`config.mk`:
```
export PLATFORM = sky130hd
export DESIGN_NAME = bresenham_line_rasterizer_top
export DESIGN_NICKNAME = d
export VERILOG_FILES = /design/src/design/bre_pkg.sv /design/src/design/bre_loader.sv /design/src/design/bre_stepper.sv /design/src/design/bresenham_line_rasterizer_top.sv
export SDC_FILE = /design/constraint.sdc
export NUM_CORES = 1
export LEC_CHECK = 0
export BUFFER_PORTS_ARGS = -buffer_cell sky130_fd_sc_hd__buf_2
export CAP_MARGIN = 20
export CORE_MARGIN = 1.5
export CORE_UTILIZATION = 39
export DETAILED_ROUTE_END_ITERATION = 7
export GPL_TIMING_DRIVEN = 0
export SLEW_MARGIN = 10
export SYNTH_ARGS = -nofsm -noshare
export SYNTH_HDL_FRONTEND = slang
export SYNTH_HIERARCHICAL = 1
export SYNTH_SLANG_ARGS = --single-unit
```
`constraint.sdc`:
```
create_clock -name i_clk -period 6 [get_ports i_clk]
set_input_delay 1.5 -clock i_clk [delete_from_list [all_inputs] [get_ports i_clk]]
set_output_delay 1.5 -clock i_clk [all_outputs]
set_load 0.03 [all_outputs]
```
`src/design/bre_pkg.sv`:
```
package bre_pkg;

    // Command codes carried on the func field
    typedef enum logic [0:0] {
        FUNC_LOAD = 1'b0,
        FUNC_TICK = 1'b1
    } t_func;

    // Line direction flags worked out at load time
    typedef struct packed {
        logic steep;
        logic minor_backward;
    } t_step_ctl;

endpackage

```
`src/design/bre_loader.sv`:
```
module bre_loader #(
    parameter int COORD_BITS = 12
) (
    input  logic [COORD_BITS-1:0] i_x_start,
    input  logic [COORD_BITS-1:0] i_y_start,
    input  logic [COORD_BITS-1:0] i_x_end,
    input  logic [COORD_BITS-1:0] i_y_end,
    output bre_pkg::t_step_ctl    o_ctl,
    output logic [COORD_BITS-1:0] o_start_col,
    output logic [COORD_BITS-1:0] o_start_row,
    output logic [COORD_BITS-1:0] o_major_delta,
    output logic [COORD_BITS-1:0] o_minor_delta
);

    logic [COORD_BITS-1:0] dx;
    logic [COORD_BITS-1:0] dy;
    logic                  steep;
    logic                  keep_order;
    logic [COORD_BITS-1:0] ex;
    logic [COORD_BITS-1:0] ey;

    // Absolute deltas on each axis
    assign dx = (i_x_start > i_x_end) ? (i_x_start - i_x_end) : (i_x_end - i_x_start);
    assign dy = (i_y_start > i_y_end) ? (i_y_start - i_y_end) : (i_y_end - i_y_start);

    // Equal magnitudes count as steep
    assign steep = !(dx > dy);

    // Start from the endpoint lower on the major axis
    assign keep_order = steep ? (i_y_end > i_y_start) : (i_x_end > i_x_start);

    always_comb begin
        if (keep_order) begin
            o_start_col = i_x_start;
            o_start_row = i_y_start;
            ex          = i_x_end;
            ey          = i_y_end;
        end else begin
            o_start_col = i_x_end;
            o_start_row = i_y_end;
            ex          = i_x_start;
            ey          = i_y_start;
        end
    end

    // Major and minor axis set-up
    always_comb begin
        o_ctl.steep = steep;
        if (steep) begin
            o_major_delta        = dy;
            o_minor_delta        = dx;
            o_ctl.minor_backward = ex < o_start_col;
        end else begin
            o_major_delta        = dx;
            o_minor_delta        = dy;
            o_ctl.minor_backward = ey < o_start_row;
        end
    end

endmodule

```
`src/design/bre_stepper.sv`:
```
module bre_stepper #(
    parameter int COORD_BITS = 12
) (
    input  logic                  i_clk,
    input  logic                  i_rst_n,
    input  logic                  i_en,
    input  logic                  i_func,
    input  bre_pkg::t_step_ctl    i_ctl,
    input  logic [COORD_BITS-1:0] i_start_col,
    input  logic [COORD_BITS-1:0] i_start_row,
    input  logic [COORD_BITS-1:0] i_major_delta,
    input  logic [COORD_BITS-1:0] i_minor_delta,
    output logic                  o_produce,
    output logic [COORD_BITS-1:0] o_pixel_x,
    output logic [COORD_BITS-1:0] o_pixel_y,
    output logic                  o_last_pixel
);

    localparam int EW = COORD_BITS + 3;

    logic                   r_busy;
    logic [COORD_BITS-1:0]  r_cur_col;
    logic [COORD_BITS-1:0]  r_cur_row;
    logic signed [EW-1:0]   r_err;
    logic [COORD_BITS-1:0]  r_left;
    bre_pkg::t_step_ctl     r_ctl;
    logic [COORD_BITS-1:0]  r_major;
    logic [COORD_BITS-1:0]  r_minor;

    logic                   n_busy;
    logic [COORD_BITS-1:0]  n_cur_col;
    logic [COORD_BITS-1:0]  n_cur_row;
    logic signed [EW-1:0]   n_err;
    logic [COORD_BITS-1:0]  n_left;
    bre_pkg::t_step_ctl     n_ctl;
    logic [COORD_BITS-1:0]  n_major;
    logic [COORD_BITS-1:0]  n_minor;

    logic                   is_load;
    logic                   is_tick;
    logic                   last;
    logic                   err_pos;
    logic signed [EW-1:0]   inc_flat;
    logic signed [EW-1:0]   inc_diag;
    logic signed [EW-1:0]   load_err;
    logic [COORD_BITS-1:0]  minor_cur;
    logic [COORD_BITS-1:0]  minor_nxt;

    assign is_load = (i_func == bre_pkg::FUNC_LOAD);
    assign is_tick = (i_func == bre_pkg::FUNC_TICK);
    assign last    = (r_left == '0);

    // A tick yields a word only while a line is running
    assign o_produce    = is_tick && r_busy;
    assign o_pixel_x    = r_cur_col;
    assign o_pixel_y    = r_cur_row;
    assign o_last_pixel = last;

    // Error term arithmetic
    assign err_pos  = !r_err[EW-1] && (r_err != '0);
    assign inc_flat = $signed({2'b00, r_minor, 1'b0});
    assign inc_diag = $signed({2'b00, r_minor, 1'b0}) - $signed({2'b00, r_major, 1'b0});
    assign load_err = $signed({2'b00, i_minor_delta, 1'b0}) - $signed({3'b000, i_major_delta});

    // Minor axis step toward its end
    assign minor_cur = r_ctl.steep ? r_cur_col : r_cur_row;
    assign minor_nxt = r_ctl.minor_backward ? (minor_cur - 1'b1) : (minor_cur + 1'b1);

    // Next state
    always_comb begin
        n_busy    = r_busy;
        n_cur_col = r_cur_col;
        n_cur_row = r_cur_row;
        n_err     = r_err;
        n_left    = r_left;
        n_ctl     = r_ctl;
        n_major   = r_major;
        n_minor   = r_minor;
        if (i_en && is_load) begin
            n_busy    = 1'b1;
            n_cur_col = i_start_col;
            n_cur_row = i_start_row;
            n_err     = load_err;
            n_left    = i_major_delta;
            n_ctl     = i_ctl;
            n_major   = i_major_delta;
            n_minor   = i_minor_delta;
        end else if (i_en && o_produce) begin
            if (last) begin
                n_busy = 1'b0;
            end else begin
                n_left = r_left - 1'b1;
                if (r_ctl.steep) begin
                    n_cur_row = r_cur_row + 1'b1;
                    if (err_pos) begin
                        n_cur_col = minor_nxt;
                    end
                end else begin
                    n_cur_col = r_cur_col + 1'b1;
                    if (err_pos) begin
                        n_cur_row = minor_nxt;
                    end
                end
                n_err = r_err + (err_pos ? inc_diag : inc_flat);
            end
        end
    end

    always_ff @(posedge i_clk) begin
        if (!i_rst_n) begin
            r_busy    <= 1'b0;
            r_cur_col <= '0;
            r_cur_row <= '0;
            r_err     <= '0;
            r_left    <= '0;
            r_ctl     <= '0;
            r_major   <= '0;
            r_minor   <= '0;
        end else begin
            r_busy    <= n_busy;
            r_cur_col <= n_cur_col;
            r_cur_row <= n_cur_row;
            r_err     <= n_err;
            r_left    <= n_left;
            r_ctl     <= n_ctl;
            r_major   <= n_major;
            r_minor   <= n_minor;
        end
    end

    // A load always starts a line
    a_load_busy: assert property (@(posedge i_clk) disable iff (!i_rst_n)
        i_en && is_load |=> r_busy)
        else $error("load did not start a line");

    // The final pixel ends the line
    a_last_idle: assert property (@(posedge i_clk) disable iff (!i_rst_n)
        i_en && o_produce && last |=> !r_busy)
        else $error("line still busy after last pixel");

    // Shallow lines advance one column per pixel
    a_shallow_step: assert property (@(posedge i_clk) disable iff (!i_rst_n)
        i_en && o_produce && !last && !r_ctl.steep
        |=> r_cur_col == COORD_BITS'($past(r_cur_col) + 1'b1))
        else $error("shallow step did not advance column");

endmodule

```
`src/design/bresenham_line_rasterizer_top.sv`:
```
// A tick is accepted into the input register; when it moves on, the stepper steps the line and
// its pixel word is written into the output register at the same edge.
// Throughput: one command or tick per cycle while the output register is not stalled; the
// single Bresenham add/compare step between the input and output registers sets that figure.
// Reset (synchronous, active low): no line in progress, both registers empty.
module bresenham_line_rasterizer_top #(
    parameter int COORD_BITS = 12
) (
    input  logic                  i_clk,
    input  logic                  i_rst_n,
    input  logic                  i_valid,
    output logic                  o_ready,
    input  logic                  i_func,
    input  logic [COORD_BITS-1:0] i_x_start,
    input  logic [COORD_BITS-1:0] i_y_start,
    input  logic [COORD_BITS-1:0] i_x_end,
    input  logic [COORD_BITS-1:0] i_y_end,
    output logic                  o_valid,
    input  logic                  i_ready,
    output logic [COORD_BITS-1:0] o_pixel_x,
    output logic [COORD_BITS-1:0] o_pixel_y,
    output logic                  o_last_pixel
);

    logic                  r_in_valid;
    logic                  r_func;
    logic [COORD_BITS-1:0] r_x_start;
    logic [COORD_BITS-1:0] r_y_start;
    logic [COORD_BITS-1:0] r_x_end;
    logic [COORD_BITS-1:0] r_y_end;

    logic                  r_out_valid;
    logic [COORD_BITS-1:0] r_pixel_x;
    logic [COORD_BITS-1:0] r_pixel_y;
    logic                  r_last_pixel;

    bre_pkg::t_step_ctl    ctl;
    logic [COORD_BITS-1:0] start_col;
    logic [COORD_BITS-1:0] start_row;
    logic [COORD_BITS-1:0] major_delta;
    logic [COORD_BITS-1:0] minor_delta;
    logic                  produce;
    logic [COORD_BITS-1:0] step_x;
    logic [COORD_BITS-1:0] step_y;
    logic                  step_last;
    logic                  adv;

    // Held word moves on unless it makes a pixel and the output slot is full and not being read
    assign adv     = r_in_valid && (!produce || !r_out_valid || i_ready);
    assign o_ready = !r_in_valid || adv;

    // Input register
    always_ff @(posedge i_clk) begin
        if (!i_rst_n) begin
            r_in_valid <= 1'b0;
        end else if (o_ready) begin
            r_in_valid <= i_valid;
        end
    end

    always_ff @(posedge i_clk) begin
        if (i_valid && o_ready) begin
            r_func    <= i_func;
            r_x_start <= i_x_start;
            r_y_start <= i_y_start;
            r_x_end   <= i_x_end;
            r_y_end   <= i_y_end;
        end
    end

    bre_loader #(
        .COORD_BITS (COORD_BITS)
    ) u_loader (
        .i_x_start     (r_x_start),
        .i_y_start     (r_y_start),
        .i_x_end       (r_x_end),
        .i_y_end       (r_y_end),
        .o_ctl         (ctl),
        .o_start_col   (start_col),
        .o_start_row   (start_row),
        .o_major_delta (major_delta),
        .o_minor_delta (minor_delta)
    );

    bre_stepper #(
        .COORD_BITS (COORD_BITS)
    ) u_stepper (
        .i_clk         (i_clk),
        .i_rst_n       (i_rst_n),
        .i_en          (adv),
        .i_func        (r_func),
        .i_ctl         (ctl),
        .i_start_col   (start_col),
        .i_start_row   (start_row),
        .i_major_delta (major_delta),
        .i_minor_delta (minor_delta),
        .o_produce     (produce),
        .o_pixel_x     (step_x),
        .o_pixel_y     (step_y),
        .o_last_pixel  (step_last)
    );

    // Output register
    always_ff @(posedge i_clk) begin
        if (!i_rst_n) begin
            r_out_valid <= 1'b0;
        end else if (adv && produce) begin
            r_out_valid <= 1'b1;
        end else if (i_ready) begin
            r_out_valid <= 1'b0;
        end
    end

    always_ff @(posedge i_clk) begin
        if (adv && produce) begin
            r_pixel_x    <= step_x;
            r_pixel_y    <= step_y;
            r_last_pixel <= step_last;
        end
    end

    assign o_valid      = r_out_valid;
    assign o_pixel_x    = r_pixel_x;
    assign o_pixel_y    = r_pixel_y;
    assign o_last_pixel = r_last_pixel;

    // A stalled pixel word must not be overwritten
    a_no_overrun: assert property (@(posedge i_clk) disable iff (!i_rst_n)
        r_out_valid && !i_ready |-> !(adv && produce))
        else $error("pixel word overwritten while stalled");

endmodule

```
==> results of run 1 <==
==> metal layers <==
layer / up-vias / routed length (µm) / GRT usage (%)
met3: 73 / 2890 / 4.47
met4: 0 / 1030 / 8.10
met2: 485 / 19100 / 40.2
li1: 5782 / - / -
met5: - / 0 / 0
met1: 5881 / 18300 / 32.9
==> cells in the mapped netlist (16+ instances only) <==
| cell type | count |
|---|---|
| a211oi_1 | 30 |
| a21o_1 | 23 |
| xor2_1 | 35 |
| dfxtp_1 | 80 |
| o21ai_0 | 107 |
| nand3_1 | 36 |
| nand2_1 | 217 |
| mux2i_1 | 28 |
| xnor2_1 | 48 |
| clkbuf_1 | 41 |
| o211ai_1 | 16 |
| edfxtp_1 | 74 |
| ha_1 | 110 |
| nand4_1 | 22 |
| nor2_1 | 75 |
| a21oi_1 | 137 |
| inv_1 | 104 |
| nor3_1 | 17 |
| mux2_2 | 20 |
==> cells by family after synthesis <==
kind of cell,Yosys count
buf+inv,182
flops,154
xor+xnor,84
mux,50
simple gates,463
fa+ha+maj,118
compound gates,457
==> report_power, final <==
part           internal, mW  switching [mW]  total [mW]
Sequential             1.21           0.111        1.32
Combinational          2.38            3.10        5.48
Clock                 0.563           0.494        1.06
Total                  4.15            3.70        7.85
==> sequential cells by signal, indices dropped and copies added, names as in the netlist <==
signal,flops
u_stepper/r_err,15
o_pixel_x,12
o_pixel_y,12
r_x_end,12
r_x_start,12
r_y_end,12
r_y_start,12
u_stepper/o_pixel_x,12
u_stepper/o_pixel_y,12
u_stepper/r_left,12
u_stepper/r_major,12
u_stepper/r_minor,12
u_stepper/r_ctl,2
o_last_pixel,1
o_valid,1
r_func,1
r_in_valid,1
u_stepper/r_busy,1
==> worst paths after layout <==
path / to / slack [ns] / from / depth (start not counted)
setup reg to reg: u_stepper/r_err[13] / -0.34 / r_x_start[2] / 28
hold / removal: u_stepper/r_major[2] / 0.46 / u_stepper/r_major[2] / 2
hold reg to reg: u_stepper/r_major[2] / 0.46 / u_stepper/r_major[2] / 2
setup / recovery: u_stepper/r_err[13] / -0.34 / r_x_start[2] / 28
==> stage by stage <==
step	total power, mW	setup TNS, ns	util (%)
after detailed placement	5.46	-36.95	42.9
after global routing	8.34	-4.32	48.0
final	7.85	-1.83	48.0
after CTS	7.36	-1.06	46.7
after floorplan	4.32	0	-
after global placement	5.41	-37.09	42.7
==> layout make-up <==
type / count / area (µm²) / share of cell area (%)
repair buffers: 136 / 883 / 5.80
inverters: 105 / 397 / 2.60
flip-flops and latches: 154 / 3820 / 25.1
clock buffers: 19 / 454 / 2.98
plain buffers: 77 / 492 / 3.23
clock inverters: 13 / 104 / 0.682
well taps: 402 / 503 / 3.30
multi-input cells: 1172 / 8580 / 56.3
==> critical path, delay by kind of cell (launching register included) <==
family | cells | cell delay (ns)
muxes | 1 | 0.32
and+or+nand+nor | 3 | 0.60
DFF | 1 | 0.43
buffers and inverters | 6 | 0.86
adders and majority gates | 3 | 0.98
xor gates and xnor gates | 1 | 0.20
AOI/OAI and AO/OA | 14 | 2.86
==> repair_timing <==
item / CTS / global route
setup endpoints to repair: 39 / 37
pin swaps: 28 / 33
resized for setup: 96 / 90
buffers inserted: 39 / 16
==> out/metrics.csv, run 1 <==
stage,metric,value,unit
critical_path,Worst path slowest cell,edfxtp_1,
synthesis,mux cell area share after synthesis,4.26,%
timing,max-slew violations,0,
synthesis,sequential share of the synthesized area,30.2,%
critical_path,crit start category,flop,
timing,crit share post-route,106,%
synthesis,complex-gate fraction of the synthesized area,23.7,%
power_and_ir_drop,Pleak,6.29,nW
finish,number of fill cells,3066,
cts,CTS tree,done,
placement,Place WS,-1.39,ns
timing,final hold violations,0,
synthesis,top_reg_cell synth,dfxtp_1,
finish,ANT cells,0,
route,remaining antenna violation count after routing,0,
cts,CTS Hold Bufs,0,
synthesis,Synth cell types,104,
critical_path,cell mode on critical path,buf_4,
critical_path,"critical path fanouts, max",8,
placement,RePlAce Congestion,0.950,
placement,DP Area,13600,µm²
finish,design area,15200,µm²
critical_path,crit end category,flop,
grt,antenna violations before repair,0,
synthesis,synth warn,6,
synthesis,adder-cell share of the synthesized area,12.2,%
synthesis,synthesis-stage register bit count,154,
placement,DP Wirelength,31.2,mm
synthesis,average size of a mapped cell,8.39,µm²
cts,TritonCTS buffer count,17,
route,vias per inst,5.88,
timing,Final setup violation count,9,
timing,min Tclk post-route,6.34,ns
route,routed len/inst,19.8,µm
outcome,failing checks,negative setup slack,
die,initial core utilization,39.9,%
route,Iteration-0 DRC Markers,1226,
grt,first-pass GRT wire length,63.7,mm
cts,clock buffer depth,2,
timing,Slew HR,39.9,%
die,die span in x,183,µm
grt,Global Route Usage Sum,24.6,%
grt,largest net degree at the start of global routing,40,
hold_path,Hold/Removal Path Class,flop to flop,
cts,CTS clock-pin slew for the worst setup and hold paths,0.07,ns
timing,Worst Slack Setup Final,-0.338,ns
power_and_ir_drop,largest vdd supply drop,0.340,mV
die,I/O pin cnt,80,
finish,"commonest non-fill, non-tap cells in the layout","nand2_1 (215), a21oi_1 (126), ha_1 (97), inv_1 (94), buf_2 (89)",
synthesis,Post-Synth XOR/XNOR Area,5.88,%
route,DRT Wirelength,41.2,mm
critical_path,"Arr. time, crit path",6.71,ns
placement,Placed Instances,1991,
synthesis,simple logic cell fraction of the synthesized area,17.5,%
timing,Clock Skew,0.0143,ns
critical_path,Crit path largest cell delay,0.43,ns
timing,RSZ-0062 raised after global routing,true,
critical_path,crit path kind,flop to flop,
die,FP Rows,65,
synthesis,"top cells by area, synth","edfxtp_1 (18%), dfxtp_1 (13%), ha_1 (11%)",
route,drt drc,0,
finish,"commonest non-fill, non-tap cell in the layout",nand2_1,
route,drt pass-1 iters,8,
cts,clk root buf,clkbuf_16,
placement,# port buffers,79,
synthesis,Post-synth EDFFs,74,
critical_path,Required @ worst endpoint,6.37,ns
outcome,status,"complete, but fails checks",
synthesis,cells after synthesis,1508,
timing,Worst-Margin Slew,0.893,ns
cts,# clock sinks,154,
synthesis,post-synth top area cell,edfxtp_1,
die,Die Footprint,33500,µm²
cts,H-Tree Depth,4,
finish,final std cells w/o fill,2078,
die,Die H,183,µm
finish,Area Growth Syn to Fin,20.5,%
power_and_ir_drop,power density over cell area,515,nW/µm²
synthesis,share of the synthesized area in the top cell type,17.6,%
job,max_cap viols,0,
synthesis,largest family of logic cells by synthesized area,compound AO/OA/AOI/OAI gates,
cts,latest clock arrival within the worst-skew pair,0.45,ns
finish,share of cells above drive strength 1,21.4,%
timing,highest clock rate,158,MHz
synthesis,Async SR Flop Fraction,0,%
finish,nets,1834,
synthesis,post-synthesis net count,1679,
synthesis,Post-Synthesis Cell Area,12600,µm²
die,core area,31700,µm²
timing,hold_ws,0.456,ns
grt,vias in the first global route,11400,
route,via count,12200,
grt,GRT overflow,0,
Power figures use the tool's default switching activity.
==> inputs of run 2 (changes only) <==
--- a/config.mk
+++ b/config.mk
@@ -7,6 +7,7 @@
 export LEC_CHECK = 0
 export BUFFER_PORTS_ARGS = -buffer_cell sky130_fd_sc_hd__buf_2
 export CAP_MARGIN = 20
+export CORE_ASPECT_RATIO = 2
 export CORE_MARGIN = 1.5
 export CORE_UTILIZATION = 39
 export DETAILED_ROUTE_END_ITERATION = 7
==> constraint.sdc (replaced) <==
create_clock -name i_clk -period 6 [get_ports i_clk]
set_input_delay 0.9 -clock i_clk [delete_from_list [all_inputs] [get_ports i_clk]]
set_output_delay 0.9 -clock i_clk [all_outputs]
set_load 0.03 [all_outputs]
==> run 2 against run 1 <==
  * The flow still finishes with violations (negative setup slack)
  * Critical path depth is 1 higher
  * Total power is 13% higher
  * Die area is 0.19% higher
  * Maximum frequency is 1.9% higher
  * Worst hold slack worse by 0.0013 ns
  * Sequential share of layout area is 0.77 points lower
  * Critical endpoint is now u_stepper/r_err[12]
==> out/metrics.csv, run 2 (synthesis gave the netlist of run 1 again) <==
stage,metric,value,unit
cts,CTS clock-pin slew for the worst setup and hold paths,0.07,ns
route,drt drc,0,
power_and_ir_drop,Comb power frac,72.6,%
job,max_cap viols,0,
die,die span in x,130,µm
route,via count,12400,
finish,nets,1861,
hold_path,Hold Path Sink,u_stepper/r_major[2],
placement,DP Wirelength,35.2,mm
timing,Worst-Margin Slew,1.14,ns
power_and_ir_drop,Flop pwr share,14.9,%
critical_path,Worst path slowest cell,fa_2,
cts,TritonCTS buffer count,17,
critical_path,"Arr. time, crit path",6.58,ns
timing,max-slew violations,0,
route,vias per inst,5.82,
grt,largest net degree at the start of global routing,31,
power_and_ir_drop,largest vdd supply drop,0.316,mV
route,Iteration-0 DRC Markers,864,
timing,min Tclk post-route,6.22,ns
cts,clk root buf,clkbuf_16,
power_and_ir_drop,Sw Ratio,46.3,%
route,routed len/inst,21.5,µm
critical_path,Worst setup startpoint,r_x_start[0],
hold_path,hold path cells,2,
critical_path,Crit path largest cell delay,0.40,ns
timing,Final setup violation count,8,
critical_path,crit start category,flop,
critical_path,Register-to-Register Path Depth,29,
finish,share of cells above drive strength 1,23.0,%
critical_path,Reg2Reg Capture Point,u_stepper/r_err[12],
cts,# clock sinks,154,
finish,Area Growth Syn to Fin,24.3,%
cts,CTS Hold Bufs,0,
hold_path,Min-Delay Startpoint,u_stepper/r_major[2],
finish,Largest register FFs,15,
outcome,status,"complete, but fails checks",
timing,highest clock rate,161,MHz
timing,crit share post-route,104,%
critical_path,crit end category,flop,
timing,final hold violations,0,
finish,Top reg by flops,u_stepper/r_err,
critical_path,"critical path fanouts, max",9,
finish,number of fill cells,3128,
cts,H-Tree Depth,4,
power_and_ir_drop,power density over cell area,562,nW/µm²
grt,vias in the first global route,12400,
timing,Clock Skew,0.0146,ns
grt,Global Route Usage Sum,27.4,%
grt,first-pass GRT wire length,68.2,mm
die,FP Rows,93,
finish,ANT cells,0,
route,DRT Wirelength,45.9,mm
die,Die H,258,µm
placement,RePlAce Congestion,0.974,
placement,# port buffers,79,
cts,clock buffer depth,2,
finish,area of the multi-input gates,8760,µm²
critical_path,crit path kind,flop to flop,
timing,Slew HR,23.4,%
die,Die Footprint,33600,µm²
grt,GRT overflow,0,
critical_path,worst r2r src,r_x_start[0],
cts,latest clock arrival within the worst-skew pair,0.46,ns
finish,"commonest non-fill, non-tap cell in the layout",nand2_1,
outcome,failing checks,negative setup slack,
power_and_ir_drop,Pleak,6.47,nW
cts,CTS tree,done,
power_and_ir_drop,clock network power share,12.5,%
timing,RSZ-0062 raised after global routing,true,
finish,register area,3820,µm²
critical_path,Required @ worst endpoint,6.36,ns
die,I/O pin cnt,80,
die,core area,32100,µm²
finish,"commonest non-fill, non-tap cells in the layout","nand2_1 (211), a21oi_1 (125), inv_1 (93), ha_1 (93), buf_2 (88)",
power_and_ir_drop,Int Power,4.75,mW
die,initial core utilization,39.4,%
grt,antenna violations before repair,0,
timing,Worst Slack Setup Final,-0.219,ns
route,drt pass-1 iters,5,
critical_path,"reg-to-reg slack, setup",-0.22,ns
hold_path,Hold/Removal Path Class,flop to flop,
route,remaining antenna violation count after routing,0,
placement,Place WS,-1.74,ns
power_and_ir_drop,sw power,4.09,mW
timing,hold_ws,0.455,ns
run 2: cell count changes in the layout (fill, tap and decap cells not counted), sizes merged:
cell      delta
clkbuf       +6
clkinvlp     -1
buf         +26
bufinv       +1
inv          -5
run 2: worst max-delay path, delay by kind of cell (launching register included):
kind                       cells  cell delay [ns]
xor gates and xnor gates       2             0.29
AOI/OAI and AO/OA             13             2.92
adders and majority gates      4             1.10
buffers and inverters          7             0.75
muxes                          1             0.33
and+or+nand+nor                2             0.33
DFF                            1             0.39
run 2: metal layers:
metal / vias to the layer above / part of all wire [%] / GRT usage (%)
met2: 527 / 53 / 50.7
met3: 216 / 4.6 / 4.14
li1: 5829 / - / -
met4: 0 / 9.2 / 23.7
met5: - / 0 / 0
met1: 5821 / 33 / 25.1
run 2: stage by stage:
stage	power, mW	cells	area [µm²]	util [%]	TNS [ns]
after global routing	9.28	2130	15700	48.9	-2.53
final	8.84	2130	15700	48.9	-0.875
after floorplan	4.32	1508	12700	-	0
after detailed placement	5.57	2016	13600	42.4	-47.09
after global placement	5.52	2014	13600	42.3	-47.61
after CTS	7.87	2109	15200	47.4	-0.709
run 2: worst max-delay path by stage:
| stage | to | depth (start not counted) |
|---|---|---|
| 3_5_place_dp | u_stepper/r_err[13] | 29 |
| 3_3_place_gp | u_stepper/r_err[14] | 29 |
| 4_1_cts | u_stepper/r_err[13] | 30 |
| 2_1_floorplan | u_stepper/r_err[13] | 29 |
| 6_report | u_stepper/r_err[12] | 29 |
| 5_1_grt | u_stepper/r_err[12] | 30 |
run 2: power groups by stage:
stage                     clock, mW  sequential [mW]  combinational, mW
after CTS                      1.13             1.32               5.42
after floorplan                   0             1.30               3.02
after detailed placement          0             1.34               4.23
after global routing           1.17             1.33               6.78
after global placement            0             1.34               4.18
final                          1.10             1.32               6.42
run 2: repair_timing:
item | 4_1_cts | 5_1_grt
buffers inserted | 60 | 21
hold endpoints to repair | 0 | 0
pin swaps | 41 | 46
cloned | 1 | 1
resized for setup | 126 | 76
setup endpoints to repair | 41 | 37
run 2: layout make-up:
cell class | instances | share of cell area (%)
Inverter | 105 | 2.54
Timing Repair Buffer | 163 | 7.24
Multi-Input combinational cell | 1172 | 55.7
Clock buffer | 24 | 3.21
Buffer | 77 | 3.03
Sequential cell | 154 | 24.3
Tap cell | 427 | 3.40
Clock inverter | 8 | 0.533
